===== config.mk =====
export PLATFORM = sky130hd
export DESIGN_NAME = datapoint_echo_filter_router_core_flat
export DESIGN_NICKNAME = d
export VERILOG_FILES = /design/src/defr_pkg.sv /design/src/defr_ifs.sv /design/src/defr_csr.sv /design/src/defr_echo_table.sv /design/src/defr_router.sv /design/src/datapoint_echo_filter_router_core.sv /design/src/flat_wrapper.sv
export SDC_FILE = /design/constraint.sdc
export NUM_CORES = 2
export LEC_CHECK = 0
export BUFFER_PORTS_ARGS = -buffer_cell sky130_fd_sc_hd__buf_4
export CAP_MARGIN = 20
export CORE_ASPECT_RATIO = 0.7
export CORE_MARGIN = 1.5
export CORE_UTILIZATION = 60
export DETAILED_ROUTE_END_ITERATION = 16
export PLACE_DENSITY = 0.9
export SLEW_MARGIN = 10
export SYNTH_ARGS = -nofsm -noshare
export SYNTH_HDL_FRONTEND = slang
export SYNTH_SLANG_ARGS = --single-unit

===== constraint.sdc =====
create_clock -name clock -period 7.5 [get_ports clock]
set_input_delay 1.5 -clock clock [delete_from_list [all_inputs] [get_ports clock]]
set_output_delay 1.5 -clock clock [all_outputs]
set_load 0.01 [all_outputs]

===== src/defr_pkg.sv =====
// Shared types and constants for the datapoint echo filter and router.
// No dependencies; every other file but defr_ifs.sv refers to this package by scoped names.
`timescale 1ns / 1ps

package defr_pkg;

   // Configuration port geometry: six 64-bit registers at 8-byte spacing
   localparam int unsigned CSR_DATA_W = 64;
   localparam int unsigned CSR_ADDR_W = 6;
   localparam int unsigned REG_IDX_W  = 3;

   // Register indexes (paddr[5:3])
   localparam logic [REG_IDX_W-1:0] REG_RELAY_MAP    = 3'd0;
   localparam logic [REG_IDX_W-1:0] REG_RELAY_COUNT  = 3'd1;
   localparam logic [REG_IDX_W-1:0] REG_BUTTON_MAP   = 3'd2;
   localparam logic [REG_IDX_W-1:0] REG_BUTTON_COUNT = 3'd3;
   localparam logic [REG_IDX_W-1:0] REG_ECHO_WINDOW  = 3'd4;
   localparam logic [REG_IDX_W-1:0] REG_HAS_NEXT     = 3'd5;

   localparam logic [15:0] ECHO_WINDOW_RESET = 16'd700;

   // Input word function codes
   localparam logic [1:0] FUNC_TICK   = 2'd0;
   localparam logic [1:0] FUNC_WRITE  = 2'd1;
   localparam logic [1:0] FUNC_REPORT = 2'd2;

   // One input word
   typedef struct packed {
      logic [1:0] func;
      logic [7:0] dp_id;
      logic       is_bool;
      logic       has_value;
      logic [7:0] value_byte;
      logic       passive;
      logic       bulk_dump;
   } item_type;

   // One result word
   typedef struct packed {
      logic       relay_hit;
      logic [2:0] relay_index;
      logic [7:0] relay_value;
      logic       button_hit;
      logic [2:0] button_index;
      logic       echo_consumed;
      logic       forward;
      logic [7:0] write_dp;
      logic       write_value;
   } result_type;

   // Configuration register contents
   typedef struct packed {
      logic [63:0] relay_dp_map;
      logic [3:0]  relay_count;
      logic [63:0] button_dp_map;
      logic [3:0]  button_count;
      logic [15:0] echo_window_ms;
      logic        has_next_handler;
   } cfg_type;

   // Command from the pipeline to the echo table
   typedef struct packed {
      logic       fire;   // word leaves the input register this cycle
      logic       tick;
      logic       arm;
      logic       check;
      logic [7:0] dp_id;
   } echo_cmd_type;

endpackage


===== src/defr_ifs.sv =====
// Valid/ready stream interfaces for the request and response words.
// Field widths match defr_pkg::item_type and defr_pkg::result_type.
`timescale 1ns / 1ps

interface defr_req_if;
   logic       valid;
   logic       ready;
   logic [1:0] func;
   logic [7:0] dp_id;
   logic       is_bool;
   logic       has_value;
   logic [7:0] value_byte;
   logic       passive;
   logic       bulk_dump;

   modport source (output valid, func, dp_id, is_bool, has_value, value_byte, passive,
                   bulk_dump, input ready);
   modport sink   (input valid, func, dp_id, is_bool, has_value, value_byte, passive,
                   bulk_dump, output ready);
endinterface

interface defr_rsp_if;
   logic       valid;
   logic       ready;
   logic       relay_hit;
   logic [2:0] relay_index;
   logic [7:0] relay_value;
   logic       button_hit;
   logic [2:0] button_index;
   logic       echo_consumed;
   logic       forward;
   logic [7:0] write_dp;
   logic       write_value;

   modport source (output valid, relay_hit, relay_index, relay_value, button_hit,
                   button_index, echo_consumed, forward, write_dp, write_value,
                   input ready);
   modport sink   (input valid, relay_hit, relay_index, relay_value, button_hit,
                   button_index, echo_consumed, forward, write_dp, write_value,
                   output ready);
endinterface


===== src/defr_csr.sv =====
// APB-style configuration register file for the router.
// Depends on defr_pkg for register indexes and the cfg_type struct.
`timescale 1ns / 1ps

module defr_csr (
   input  logic                              clock,
   input  logic                              reset,
   input  logic                              psel,
   input  logic                              penable,
   input  logic                              pwrite,
   input  logic [defr_pkg::CSR_ADDR_W-1:0]   paddr,
   input  logic [defr_pkg::CSR_DATA_W-1:0]   pwdata,
   output logic [defr_pkg::CSR_DATA_W-1:0]   prdata,
   output logic                              pready,
   output defr_pkg::cfg_type                 cfg
);

   defr_pkg::cfg_type                 cfg_ff;
   defr_pkg::cfg_type                 cfg_in;
   logic [defr_pkg::REG_IDX_W-1:0]    reg_idx;
   logic                              wr_en;

   assign pready  = 1'b1;
   assign reg_idx = paddr[defr_pkg::CSR_ADDR_W-1:defr_pkg::CSR_ADDR_W-defr_pkg::REG_IDX_W];
   assign wr_en   = psel && penable && pwrite;
   assign cfg     = cfg_ff;

   // write decode
   always_comb begin
      cfg_in = cfg_ff;
      if (wr_en) begin
         unique case (reg_idx)
            defr_pkg::REG_RELAY_MAP:    cfg_in.relay_dp_map     = pwdata;
            defr_pkg::REG_RELAY_COUNT:  cfg_in.relay_count      = pwdata[3:0];
            defr_pkg::REG_BUTTON_MAP:   cfg_in.button_dp_map    = pwdata;
            defr_pkg::REG_BUTTON_COUNT: cfg_in.button_count     = pwdata[3:0];
            defr_pkg::REG_ECHO_WINDOW:  cfg_in.echo_window_ms   = pwdata[15:0];
            defr_pkg::REG_HAS_NEXT:     cfg_in.has_next_handler = pwdata[0];
            default: ;  // unmapped: write ignored
         endcase
      end
   end

   always_ff @(posedge clock) begin
      if (reset) begin
         cfg_ff                  <= '0;
         cfg_ff.echo_window_ms   <= defr_pkg::ECHO_WINDOW_RESET;
      end else begin
         cfg_ff <= cfg_in;
      end
   end

   // read mux
   always_comb begin
      unique case (reg_idx)
         defr_pkg::REG_RELAY_MAP:    prdata = cfg_ff.relay_dp_map;
         defr_pkg::REG_RELAY_COUNT:  prdata = {60'd0, cfg_ff.relay_count};
         defr_pkg::REG_BUTTON_MAP:   prdata = cfg_ff.button_dp_map;
         defr_pkg::REG_BUTTON_COUNT: prdata = {60'd0, cfg_ff.button_count};
         defr_pkg::REG_ECHO_WINDOW:  prdata = {48'd0, cfg_ff.echo_window_ms};
         defr_pkg::REG_HAS_NEXT:     prdata = {63'd0, cfg_ff.has_next_handler};
         default:                    prdata = '0;
      endcase
   end

endmodule


===== src/defr_echo_table.sv =====
// Millisecond counter and echo slot table: arming on local writes,
// echo lookup and clearing on reports. Depends on defr_pkg.
`timescale 1ns / 1ps

module defr_echo_table #(
   parameter int ECHO_SLOTS = 4
) (
   input  logic                   clock,
   input  logic                   reset,
   input  defr_pkg::echo_cmd_type cmd,
   input  logic [15:0]            window_ms,
   output logic                   consumed
);

   localparam int LEVELS = (ECHO_SLOTS > 1) ? $clog2(ECHO_SLOTS) : 1;
   localparam int TREE_N = 1 << LEVELS;

   logic [31:0]       now_ms_ff, now_ms_in;
   logic [7:0]        ids_ff    [ECHO_SLOTS];
   logic [7:0]        ids_in    [ECHO_SLOTS];
   logic [31:0]       expiry_ff [ECHO_SLOTS];
   logic [31:0]       expiry_in [ECHO_SLOTS];

   logic              id_found;
   logic [LEVELS-1:0] id_idx;
   logic              live_found;
   logic [LEVELS-1:0] live_idx;
   logic [31:0]       tree_val [LEVELS+1][TREE_N];
   logic [LEVELS-1:0] tree_idx [LEVELS+1][TREE_N];
   logic [LEVELS-1:0] arm_slot;
   logic [31:0]       arm_expiry;

   // first slot holding the id, and first live slot holding it
   always_comb begin
      id_found   = 1'b0;
      id_idx     = '0;
      live_found = 1'b0;
      live_idx   = '0;
      for (int i = 0; i < ECHO_SLOTS; i++) begin
         if (!id_found && ids_ff[i] == cmd.dp_id) begin
            id_found = 1'b1;
            id_idx   = LEVELS'(i);
         end
         if (!live_found && ids_ff[i] == cmd.dp_id && expiry_ff[i] > now_ms_ff) begin
            live_found = 1'b1;
            live_idx   = LEVELS'(i);
         end
      end
   end

   // earliest expiry, ties to the lower slot; padding never wins a tie
   always_comb begin
      for (int l = 0; l <= LEVELS; l++) begin
         for (int n = 0; n < TREE_N; n++) begin
            tree_val[l][n] = '1;
            tree_idx[l][n] = LEVELS'(n);
         end
      end
      for (int n = 0; n < ECHO_SLOTS; n++) begin
         tree_val[0][n] = expiry_ff[n];
      end
      for (int l = 1; l <= LEVELS; l++) begin
         for (int n = 0; n < (TREE_N >> l); n++) begin
            if (tree_val[l-1][2*n+1] < tree_val[l-1][2*n]) begin
               tree_val[l][n] = tree_val[l-1][2*n+1];
               tree_idx[l][n] = tree_idx[l-1][2*n+1];
            end else begin
               tree_val[l][n] = tree_val[l-1][2*n];
               tree_idx[l][n] = tree_idx[l-1][2*n];
            end
         end
      end
   end

   assign arm_slot   = id_found ? id_idx : tree_idx[LEVELS][0];
   assign arm_expiry = now_ms_ff + {16'd0, window_ms};
   assign consumed   = cmd.check && live_found;

   // next state
   always_comb begin
      now_ms_in = now_ms_ff;
      ids_in    = ids_ff;
      expiry_in = expiry_ff;
      if (cmd.fire) begin
         if (cmd.tick) begin
            now_ms_in = now_ms_ff + 32'd1;
         end
         if (cmd.arm) begin
            ids_in[arm_slot]    = cmd.dp_id;
            expiry_in[arm_slot] = arm_expiry;
         end
         if (consumed) begin
            expiry_in[live_idx] = '0;
         end
      end
   end

   always_ff @(posedge clock) begin
      if (reset) begin
         now_ms_ff <= '0;
         for (int i = 0; i < ECHO_SLOTS; i++) begin
            ids_ff[i]    <= '0;
            expiry_ff[i] <= '0;
         end
      end else begin
         now_ms_ff <= now_ms_in;
         ids_ff    <= ids_in;
         expiry_ff <= expiry_in;
      end
   end

`ifndef NO_ASSERTIONS
   a_tick_advances: assert property (@(posedge clock) disable iff (reset)
      cmd.fire && cmd.tick |=> now_ms_ff == $past(now_ms_ff) + 32'd1)
      else $error("echo table: tick did not advance the counter");

   a_counter_holds: assert property (@(posedge clock) disable iff (reset)
      !(cmd.fire && cmd.tick) |=> now_ms_ff == $past(now_ms_ff))
      else $error("echo table: counter moved without a tick");

   a_echo_cleared: assert property (@(posedge clock) disable iff (reset)
      cmd.fire && consumed && !cmd.arm |=> expiry_ff[$past(live_idx)] == 32'd0)
      else $error("echo table: consumed slot still live");
`endif

endmodule


===== src/defr_router.sv =====
// Report routing: relay and button id matching and result word assembly.
// Depends on defr_pkg; the echo decision comes from defr_echo_table.
`timescale 1ns / 1ps

module defr_router #(
   parameter int MAX_RELAYS  = 8,
   parameter int MAX_BUTTONS = 8
) (
   input  defr_pkg::item_type   item,
   input  defr_pkg::cfg_type    cfg,
   input  logic                 echo_consumed,
   output defr_pkg::result_type result
);

   logic       relay_found;
   logic [2:0] relay_idx;
   logic       button_found;
   logic [2:0] button_idx;
   logic       relay_hit;
   logic       button_hit;
   logic       not_ours;

   // first configured relay with this id, below the count
   always_comb begin
      relay_found = 1'b0;
      relay_idx   = '0;
      for (int i = 0; i < MAX_RELAYS; i++) begin
         if (!relay_found && 4'(i) < cfg.relay_count &&
             cfg.relay_dp_map[8*i +: 8] != 8'd0 &&
             cfg.relay_dp_map[8*i +: 8] == item.dp_id) begin
            relay_found = 1'b1;
            relay_idx   = 3'(i);
         end
      end
   end

   // first configured button with this id, below the count
   always_comb begin
      button_found = 1'b0;
      button_idx   = '0;
      for (int i = 0; i < MAX_BUTTONS; i++) begin
         if (!button_found && 4'(i) < cfg.button_count &&
             cfg.button_dp_map[8*i +: 8] != 8'd0 &&
             cfg.button_dp_map[8*i +: 8] == item.dp_id) begin
            button_found = 1'b1;
            button_idx   = 3'(i);
         end
      end
   end

   assign not_ours   = !item.passive && !item.bulk_dump;
   assign relay_hit  = item.is_bool && item.has_value && relay_found;
   assign button_hit = not_ours && !echo_consumed && button_found;

   // result word per function code
   always_comb begin
      result = '0;
      case (item.func)
         defr_pkg::FUNC_WRITE: begin
            result.write_dp    = item.dp_id;
            result.write_value = (item.value_byte != 8'd0);
         end
         defr_pkg::FUNC_REPORT: begin
            result.relay_hit     = relay_hit;
            result.relay_index   = relay_hit ? relay_idx : 3'd0;
            result.relay_value   = relay_hit ? item.value_byte : 8'd0;
            result.button_hit    = button_hit;
            result.button_index  = button_hit ? button_idx : 3'd0;
            result.echo_consumed = echo_consumed;
            result.forward       = !relay_hit && !button_hit && cfg.has_next_handler;
         end
         default: ;  // tick and unused code: all-zero result
      endcase
   end

endmodule


===== src/datapoint_echo_filter_router_core.sv =====
// Top level of the datapoint echo filter and router.
// Uses defr_pkg, defr_req_if/defr_rsp_if, defr_csr, defr_echo_table, defr_router.
//
// Usage:
//  - req_if carries one word per tick, local write or datapoint report
//    (valid/ready); rsp_if returns exactly one result word for every request
//    word, in order, including ticks and the unused function code.
//  - csr_* is an APB-style port: six 64-bit registers at byte address 8*i.
//    Writes land at the access phase; pready is tied high. Write only while
//    no words are in flight.
//  - Path: an accepted word waits in the input register, and its result is
//    written to the output register, where rsp valid rises.
//  - Throughput: one word per cycle while rsp ready holds. The path that sets
//    the clock runs from the input register through the echo slot compares
//    into the result register; the earliest-expiry tree feeds the echo slots.
//  - Stall: a held result keeps the output register; one more word waits in
//    the input register, then req ready drops until rsp ready returns.
//  - Reset (synchronous): empties both registers, clears the millisecond
//    counter and all echo slots, and returns registers to their reset values.
`timescale 1ns / 1ps

module datapoint_echo_filter_router_core #(
   parameter int ECHO_SLOTS  = 4,
   parameter int MAX_RELAYS  = 8,
   parameter int MAX_BUTTONS = 8
) (
   input  logic                              clock,
   input  logic                              reset,
   defr_req_if.sink                          req_if,
   defr_rsp_if.source                        rsp_if,
   input  logic                              csr_psel,
   input  logic                              csr_penable,
   input  logic                              csr_pwrite,
   input  logic [defr_pkg::CSR_ADDR_W-1:0]   csr_paddr,
   input  logic [defr_pkg::CSR_DATA_W-1:0]   csr_pwdata,
   output logic [defr_pkg::CSR_DATA_W-1:0]   csr_prdata,
   output logic                              csr_pready
);

   defr_pkg::cfg_type      cfg;
   defr_pkg::item_type     item_ff, item_in;
   logic                   item_valid_ff, item_valid_in;
   defr_pkg::result_type   result_ff, result_in, route_result;
   logic                   rsp_valid_ff, rsp_valid_in;
   defr_pkg::echo_cmd_type echo_cmd;
   logic                   echo_consumed;
   logic                   out_free;
   logic                   advance;
   logic                   accept;

   defr_csr u_csr (
      .clock   (clock),
      .reset   (reset),
      .psel    (csr_psel),
      .penable (csr_penable),
      .pwrite  (csr_pwrite),
      .paddr   (csr_paddr),
      .pwdata  (csr_pwdata),
      .prdata  (csr_prdata),
      .pready  (csr_pready),
      .cfg     (cfg)
   );

   // handshake: output register frees when empty or taken
   assign out_free     = !rsp_valid_ff || rsp_if.ready;
   assign advance      = item_valid_ff && out_free;
   assign req_if.ready = !item_valid_ff || out_free;
   assign accept       = req_if.valid && req_if.ready;

   // echo table command for the word in the input register
   assign echo_cmd.fire  = advance;
   assign echo_cmd.tick  = item_ff.func == defr_pkg::FUNC_TICK;
   assign echo_cmd.arm   = item_ff.func == defr_pkg::FUNC_WRITE;
   assign echo_cmd.check = item_ff.func == defr_pkg::FUNC_REPORT &&
                           !item_ff.passive && !item_ff.bulk_dump;
   assign echo_cmd.dp_id = item_ff.dp_id;

   defr_echo_table #(
      .ECHO_SLOTS (ECHO_SLOTS)
   ) u_echo_table (
      .clock     (clock),
      .reset     (reset),
      .cmd       (echo_cmd),
      .window_ms (cfg.echo_window_ms),
      .consumed  (echo_consumed)
   );

   defr_router #(
      .MAX_RELAYS  (MAX_RELAYS),
      .MAX_BUTTONS (MAX_BUTTONS)
   ) u_router (
      .item          (item_ff),
      .cfg           (cfg),
      .echo_consumed (echo_consumed),
      .result        (route_result)
   );

   // input register next state
   always_comb begin
      item_valid_in = item_valid_ff;
      item_in       = item_ff;
      if (accept) begin
         item_valid_in      = 1'b1;
         item_in.func       = req_if.func;
         item_in.dp_id      = req_if.dp_id;
         item_in.is_bool    = req_if.is_bool;
         item_in.has_value  = req_if.has_value;
         item_in.value_byte = req_if.value_byte;
         item_in.passive    = req_if.passive;
         item_in.bulk_dump  = req_if.bulk_dump;
      end else if (advance) begin
         item_valid_in = 1'b0;
      end
   end

   // result register next state
   always_comb begin
      rsp_valid_in = rsp_valid_ff;
      result_in    = result_ff;
      if (advance) begin
         rsp_valid_in = 1'b1;
         result_in    = route_result;
      end else if (rsp_if.ready) begin
         rsp_valid_in = 1'b0;
      end
   end

   // control flags
   always_ff @(posedge clock) begin
      if (reset) begin
         item_valid_ff <= 1'b0;
         rsp_valid_ff  <= 1'b0;
      end else begin
         item_valid_ff <= item_valid_in;
         rsp_valid_ff  <= rsp_valid_in;
      end
   end

   // payload
   always_ff @(posedge clock) begin
      item_ff   <= item_in;
      result_ff <= result_in;
   end

   assign rsp_if.valid         = rsp_valid_ff;
   assign rsp_if.relay_hit     = result_ff.relay_hit;
   assign rsp_if.relay_index   = result_ff.relay_index;
   assign rsp_if.relay_value   = result_ff.relay_value;
   assign rsp_if.button_hit    = result_ff.button_hit;
   assign rsp_if.button_index  = result_ff.button_index;
   assign rsp_if.echo_consumed = result_ff.echo_consumed;
   assign rsp_if.forward       = result_ff.forward;
   assign rsp_if.write_dp      = result_ff.write_dp;
   assign rsp_if.write_value   = result_ff.write_value;

`ifndef NO_ASSERTIONS
   a_word_reaches_output: assert property (@(posedge clock) disable iff (reset)
      advance |=> rsp_valid_ff)
      else $error("core: word left the input register but no result appeared");

   a_echo_blocks_press: assert property (@(posedge clock) disable iff (reset)
      rsp_valid_ff |-> !(result_ff.echo_consumed && result_ff.button_hit))
      else $error("core: echo and button press on the same report");

   a_forward_only_unhandled: assert property (@(posedge clock) disable iff (reset)
      rsp_valid_ff && result_ff.forward |-> !result_ff.relay_hit && !result_ff.button_hit)
      else $error("core: handled report also forwarded");
`endif

endmodule

===== src/flat_wrapper.sv =====
// flat-port wrapper written by rule: the top's interface ports become plain ports
module datapoint_echo_filter_router_core_flat 
#(
   parameter int ECHO_SLOTS  = 4,
   parameter int MAX_RELAYS  = 8,
   parameter int MAX_BUTTONS = 8
)
  (clock, reset, csr_psel, csr_penable, csr_pwrite, csr_paddr, csr_pwdata, csr_prdata, csr_pready, req_if_valid, req_if_func, req_if_dp_id, req_if_is_bool, req_if_has_value, req_if_value_byte, req_if_passive, req_if_bulk_dump, req_if_ready, rsp_if_valid, rsp_if_relay_hit, rsp_if_relay_index, rsp_if_relay_value, rsp_if_button_hit, rsp_if_button_index, rsp_if_echo_consumed, rsp_if_forward, rsp_if_write_dp, rsp_if_write_value, rsp_if_ready);
  defr_req_if req_if_i ();
  defr_rsp_if rsp_if_i ();
  input  logic clock;
  input  logic reset;
  input  logic csr_psel;
  input  logic csr_penable;
  input  logic csr_pwrite;
  input  logic [defr_pkg::CSR_ADDR_W-1:0] csr_paddr;
  input  logic [defr_pkg::CSR_DATA_W-1:0] csr_pwdata;
  output logic [defr_pkg::CSR_DATA_W-1:0] csr_prdata;
  output logic csr_pready;
  input wire logic [$bits(req_if_i.valid)-1:0] req_if_valid;
  input wire logic [$bits(req_if_i.func)-1:0] req_if_func;
  input wire logic [$bits(req_if_i.dp_id)-1:0] req_if_dp_id;
  input wire logic [$bits(req_if_i.is_bool)-1:0] req_if_is_bool;
  input wire logic [$bits(req_if_i.has_value)-1:0] req_if_has_value;
  input wire logic [$bits(req_if_i.value_byte)-1:0] req_if_value_byte;
  input wire logic [$bits(req_if_i.passive)-1:0] req_if_passive;
  input wire logic [$bits(req_if_i.bulk_dump)-1:0] req_if_bulk_dump;
  output wire logic [$bits(req_if_i.ready)-1:0] req_if_ready;
  output wire logic [$bits(rsp_if_i.valid)-1:0] rsp_if_valid;
  output wire logic [$bits(rsp_if_i.relay_hit)-1:0] rsp_if_relay_hit;
  output wire logic [$bits(rsp_if_i.relay_index)-1:0] rsp_if_relay_index;
  output wire logic [$bits(rsp_if_i.relay_value)-1:0] rsp_if_relay_value;
  output wire logic [$bits(rsp_if_i.button_hit)-1:0] rsp_if_button_hit;
  output wire logic [$bits(rsp_if_i.button_index)-1:0] rsp_if_button_index;
  output wire logic [$bits(rsp_if_i.echo_consumed)-1:0] rsp_if_echo_consumed;
  output wire logic [$bits(rsp_if_i.forward)-1:0] rsp_if_forward;
  output wire logic [$bits(rsp_if_i.write_dp)-1:0] rsp_if_write_dp;
  output wire logic [$bits(rsp_if_i.write_value)-1:0] rsp_if_write_value;
  input wire logic [$bits(rsp_if_i.ready)-1:0] rsp_if_ready;
  assign req_if_i.valid = req_if_valid;
  assign req_if_i.func = req_if_func;
  assign req_if_i.dp_id = req_if_dp_id;
  assign req_if_i.is_bool = req_if_is_bool;
  assign req_if_i.has_value = req_if_has_value;
  assign req_if_i.value_byte = req_if_value_byte;
  assign req_if_i.passive = req_if_passive;
  assign req_if_i.bulk_dump = req_if_bulk_dump;
  assign req_if_ready = req_if_i.ready;
  assign rsp_if_valid = rsp_if_i.valid;
  assign rsp_if_relay_hit = rsp_if_i.relay_hit;
  assign rsp_if_relay_index = rsp_if_i.relay_index;
  assign rsp_if_relay_value = rsp_if_i.relay_value;
  assign rsp_if_button_hit = rsp_if_i.button_hit;
  assign rsp_if_button_index = rsp_if_i.button_index;
  assign rsp_if_echo_consumed = rsp_if_i.echo_consumed;
  assign rsp_if_forward = rsp_if_i.forward;
  assign rsp_if_write_dp = rsp_if_i.write_dp;
  assign rsp_if_write_value = rsp_if_i.write_value;
  assign rsp_if_i.ready = rsp_if_ready;
  datapoint_echo_filter_router_core #(.ECHO_SLOTS(ECHO_SLOTS), .MAX_RELAYS(MAX_RELAYS), .MAX_BUTTONS(MAX_BUTTONS)) u_core (.clock(clock), .reset(reset), .req_if(req_if_i), .rsp_if(rsp_if_i), .csr_psel(csr_psel), .csr_penable(csr_penable), .csr_pwrite(csr_pwrite), .csr_paddr(csr_paddr), .csr_pwdata(csr_pwdata), .csr_prdata(csr_prdata), .csr_pready(csr_pready));
endmodule

==> results_dict.tcl <==
set metrics [dict create \
    max_slew_margin 0.270 \
    die_h_um 170 \
    dpl_cell_area_um2 25700 \
    r2r-end "u_core.u_echo_table.expiry_ff[8]" \
    cts_sinks 396 \
    ys_seq_area_frac 0.352 \
    netSwitchingFraction 0.274 \
    tightest_slew_ps 1080 \
    ir_drop_mv 0.176 \
    r2r_cells 19 \
    synth_top_area_frac 0.290 \
    startpoint_type "flip-flop" \
    numCtsBuffers 40 \
    ctsResizeCount 0 \
    hp-class "reg -> reg" \
    yosys_warnings 0 \
    slew_viol_final 0 \
    postCtsHoldBufs 0 \
    drt-met1-wl_um 31900 \
    syn-cell-area_um2 23900 \
    ys_async_sr_fraction 0 \
    synth-edff-count 49 \
    cts_tree "yes" \
    synth_area_leaders "dfxtp_1 (29%), ha_1 (12%), nand2_1 (6.2%)" \
    start_util 0.616 \
    critPathRequiredTime_ps 7960 \
    reg2reg_from "u_core.u_echo_table.expiry_ff[47]" \
    post-route-min-period_ps 7040 \
    post-synth-top-area-cell "dfxtp_1" \
    io_pins 193 \
    cp-endpoint "u_core.u_echo_table.expiry_ff[8]" \
    numPortBuffers 188 \
    postSynthAreaPerCell_um2 8.51 \
    setup_viol 0 \
    end_kind "flip-flop" \
    drv_cap 0 \
    dr_total_vias 23300 \
    run_status "completed" \
    met3_length_um 12000 \
    critPathLaunch "u_core.u_echo_table.expiry_ff[47]" \
    wl_per_cell_um 22.8 \
    die_area_um2 41100 \
    clk_pin_slew_ps 60 \
    wl_met2_um 32800 \
    drive_gt1_frac 0.109 \
    pre_cts_slack_ps 774 \
    fin_area_um2 27000 \
    fmax_ghz 0.142 \
    dominantRegCellSynth "dfxtp_1" \
    remaining_drc_errors 0 \
    nets 3255 \
    clk_latency_ps 560 \
    ctsHtreeMaxLevel 2 \
    core_area_um2 38900 \
    fin_skew_ps 25.2 \
    setup_tns_ps 0 \
    ys_ff_latch 396 \
    pwr-share-seq 0.443 \
    grt_max_degree 106 \
    post-dp-hpwl_um 57000 \
    p_comb_frac 0.148 \
    synthDistinctLibCells 73 \
    clock_tree.root_cell "clkbuf_16" \
    synth_cells 2812 \
    grt_use_total 0.370 \
    vias_per_cell 6.71 \
    crit_type "reg -> reg" \
    finalHoldViolCount 0 \
    p_sw_mw 1.37 \
    drt_pre_antenna_iters 12 \
    overflow 0 \
    synthToLayoutAreaGrowth_pct 12.8 \
    grt_pass1_vias 21800 \
    gp_congestion 1.00 \
    power.density_nw_per_um2 185 \
    postLayoutCoreUtil 0.695 \
    post-cts-setup-buffers 0 \
    period_share 0.939 \
    antenna_found_initial 2 \
    power_mw 4.99 \
    final_cell_mix "nand2_1 (391), dfxtp_1 (347), a21oi_1 (253)" \
    p_leak_nw 10.9 \
    die_w_um 242 \
    wl_um 79100 \
    mostFrequentLayoutCell "nand2_1" \
    hp-start "u_core.u_csr.cfg[9]" \
    detail-route-antenna-nets 0 \
    internal-power_mw 3.62 \
    rsz0062_at_grt "false" \
    worst_slack_ps 458 \
    synth_fp_nets 3150 \
    cts.path.max_buffers 3 \
    clkPwrFrac 0.409 \
    top_layer_used "met5" \
    r2r_slack_ps 460 \
    arrival_ps 7500 \
    drt-initial-drc-count 3503 \
    rows 60 \
    critPathMaxFanout 41 \
    grt_pass1_wl_um 121000 \
]
area by class of cell:
| type | instances | area [um2] |
|---|---|---|
| Inverter | 122 | 458 |
| Antenna cell | 1 | 2.50 |
| Clock inverter | 14 | 183 |
| Sequential cell | 396 | 8420 |
| Tap cell | 527 | 659 |
| Fill cell | 2881 | 11900 |
| Multi-Input combinational cell | 2133 | 14500 |
| Timing Repair Buffer | 224 | 1710 |
| Clock buffer | 56 | 1110 |
how the worst min path moves through the flow:
stage                                                   end  cells past startpoint
after floorplan            u_core.u_echo_table.expiry_ff[0]                      1
after global placement     u_core.u_echo_table.expiry_ff[0]                      1
after detailed placement                u_core.u_csr.cfg[9]                      2
after CTS                               u_core.u_csr.cfg[9]                      2
after global routing      u_core.u_echo_table.expiry_ff[59]                      1
final                                   u_core.u_csr.cfg[9]                      2
logic make-up after synthesis:
family | Yosys count | synth area share
AOI/OAI and AO/OA | 683 | 0.190
xor gates and xnor gates | 197 | 0.0721
adders and majority gates | 239 | 0.125
buffers and inverters | 283 | 0.0457
DFF | 396 | 0.352
muxes | 92 | 0.0386
other | 1 | 0.000157
and+or+nand+nor | 921 | 0.177
cell usage after synthesis (15+ instances only):
cell and number:
nand2_1 393, dfxtp_1 347, a21oi_1 253, ha_1 238
nor2_1 167, xnor2_1 131, clkbuf_1 127, inv_1 122
o21ai_0 115, mux2i_1 90, a22o_1 84, nand3_1 79
xor2_1 66, nand4_1 54, nor3_1 51, edfxtp_1 49
o2bb2ai_1 44, nor4_1 43, nand2b_1 30, a21o_1 28
a211oi_1 24, and2_1 20, buf_1 20, and3_1 18
o31ai_1 15
power groups by stage:
stage | combinational (mW) | clock [mW] | sequential [mW]
floorplan | 0.469 | 0 | 2.25
global placement | 0.667 | 0 | 2.25
detailed placement | 0.696 | 0 | 2.25
CTS | 0.706 | 2.03 | 2.21
global route | 0.766 | 2.11 | 2.21
finish | 0.740 | 2.04 | 2.21
state kept, by name, summed over array words and instances (netlist names):
name and flops:
u_core.rsp_if.write_dp 8, u_core.rsp_if.valid 1, u_core.item_ff 14, u_core.u_echo_table.ids_ff 32
u_core.u_echo_table.now_ms_ff 32, u_core.rsp_if.echo_consumed 1, u_core.rsp_if.relay_value 8, u_core.u_csr.cfg 153
u_core.u_echo_table.expiry_ff 128, u_core.rsp_if.forward 1, u_core.rsp_if.write_value 1, u_core.echo_cmd 8
u_core.rsp_if.button_index 3, u_core.rsp_if.button_hit 1, u_core.rsp_if.relay_hit 1, u_core.item_valid_ff 1
u_core.rsp_if.relay_index 3
routing by layer:
| metal | vias to the layer above | global-route usage |
|---|---|---|
| met1 | 11000 | 0.515 |
| met5 | - | 0 |
| li1 | 10200 | - |
| met3 | 253 | 0.125 |
| met4 | 2 | 0.118 |
| met2 | 1785 | 0.536 |
critical path: stages, from the launching register on:
cell and delay (ps):
dfxtp_1 360, inv_1 90, ha_1 300, and4_1 290
a221oi_1 600, o22ai_1 280, nor2_4 730, buf_4 350
o21ai_0 130, ha_1 340, nand2_1 60, o21ai_0 640
a21oi_1 150, nor2_1 170, a2bb2oi_1 280, o2111ai_1 290
o21a_1 270, or4_1 720, or2_1 620, o2bb2ai_1 270
per-stage QoR:
stage	hold WS (ps)	cells
global placement	464	3401
finish	484	3473
CTS	484	3472
detailed placement	475	3402
floorplan	445	2812
global route	506	3472
(Power assumes the default switching activity.)
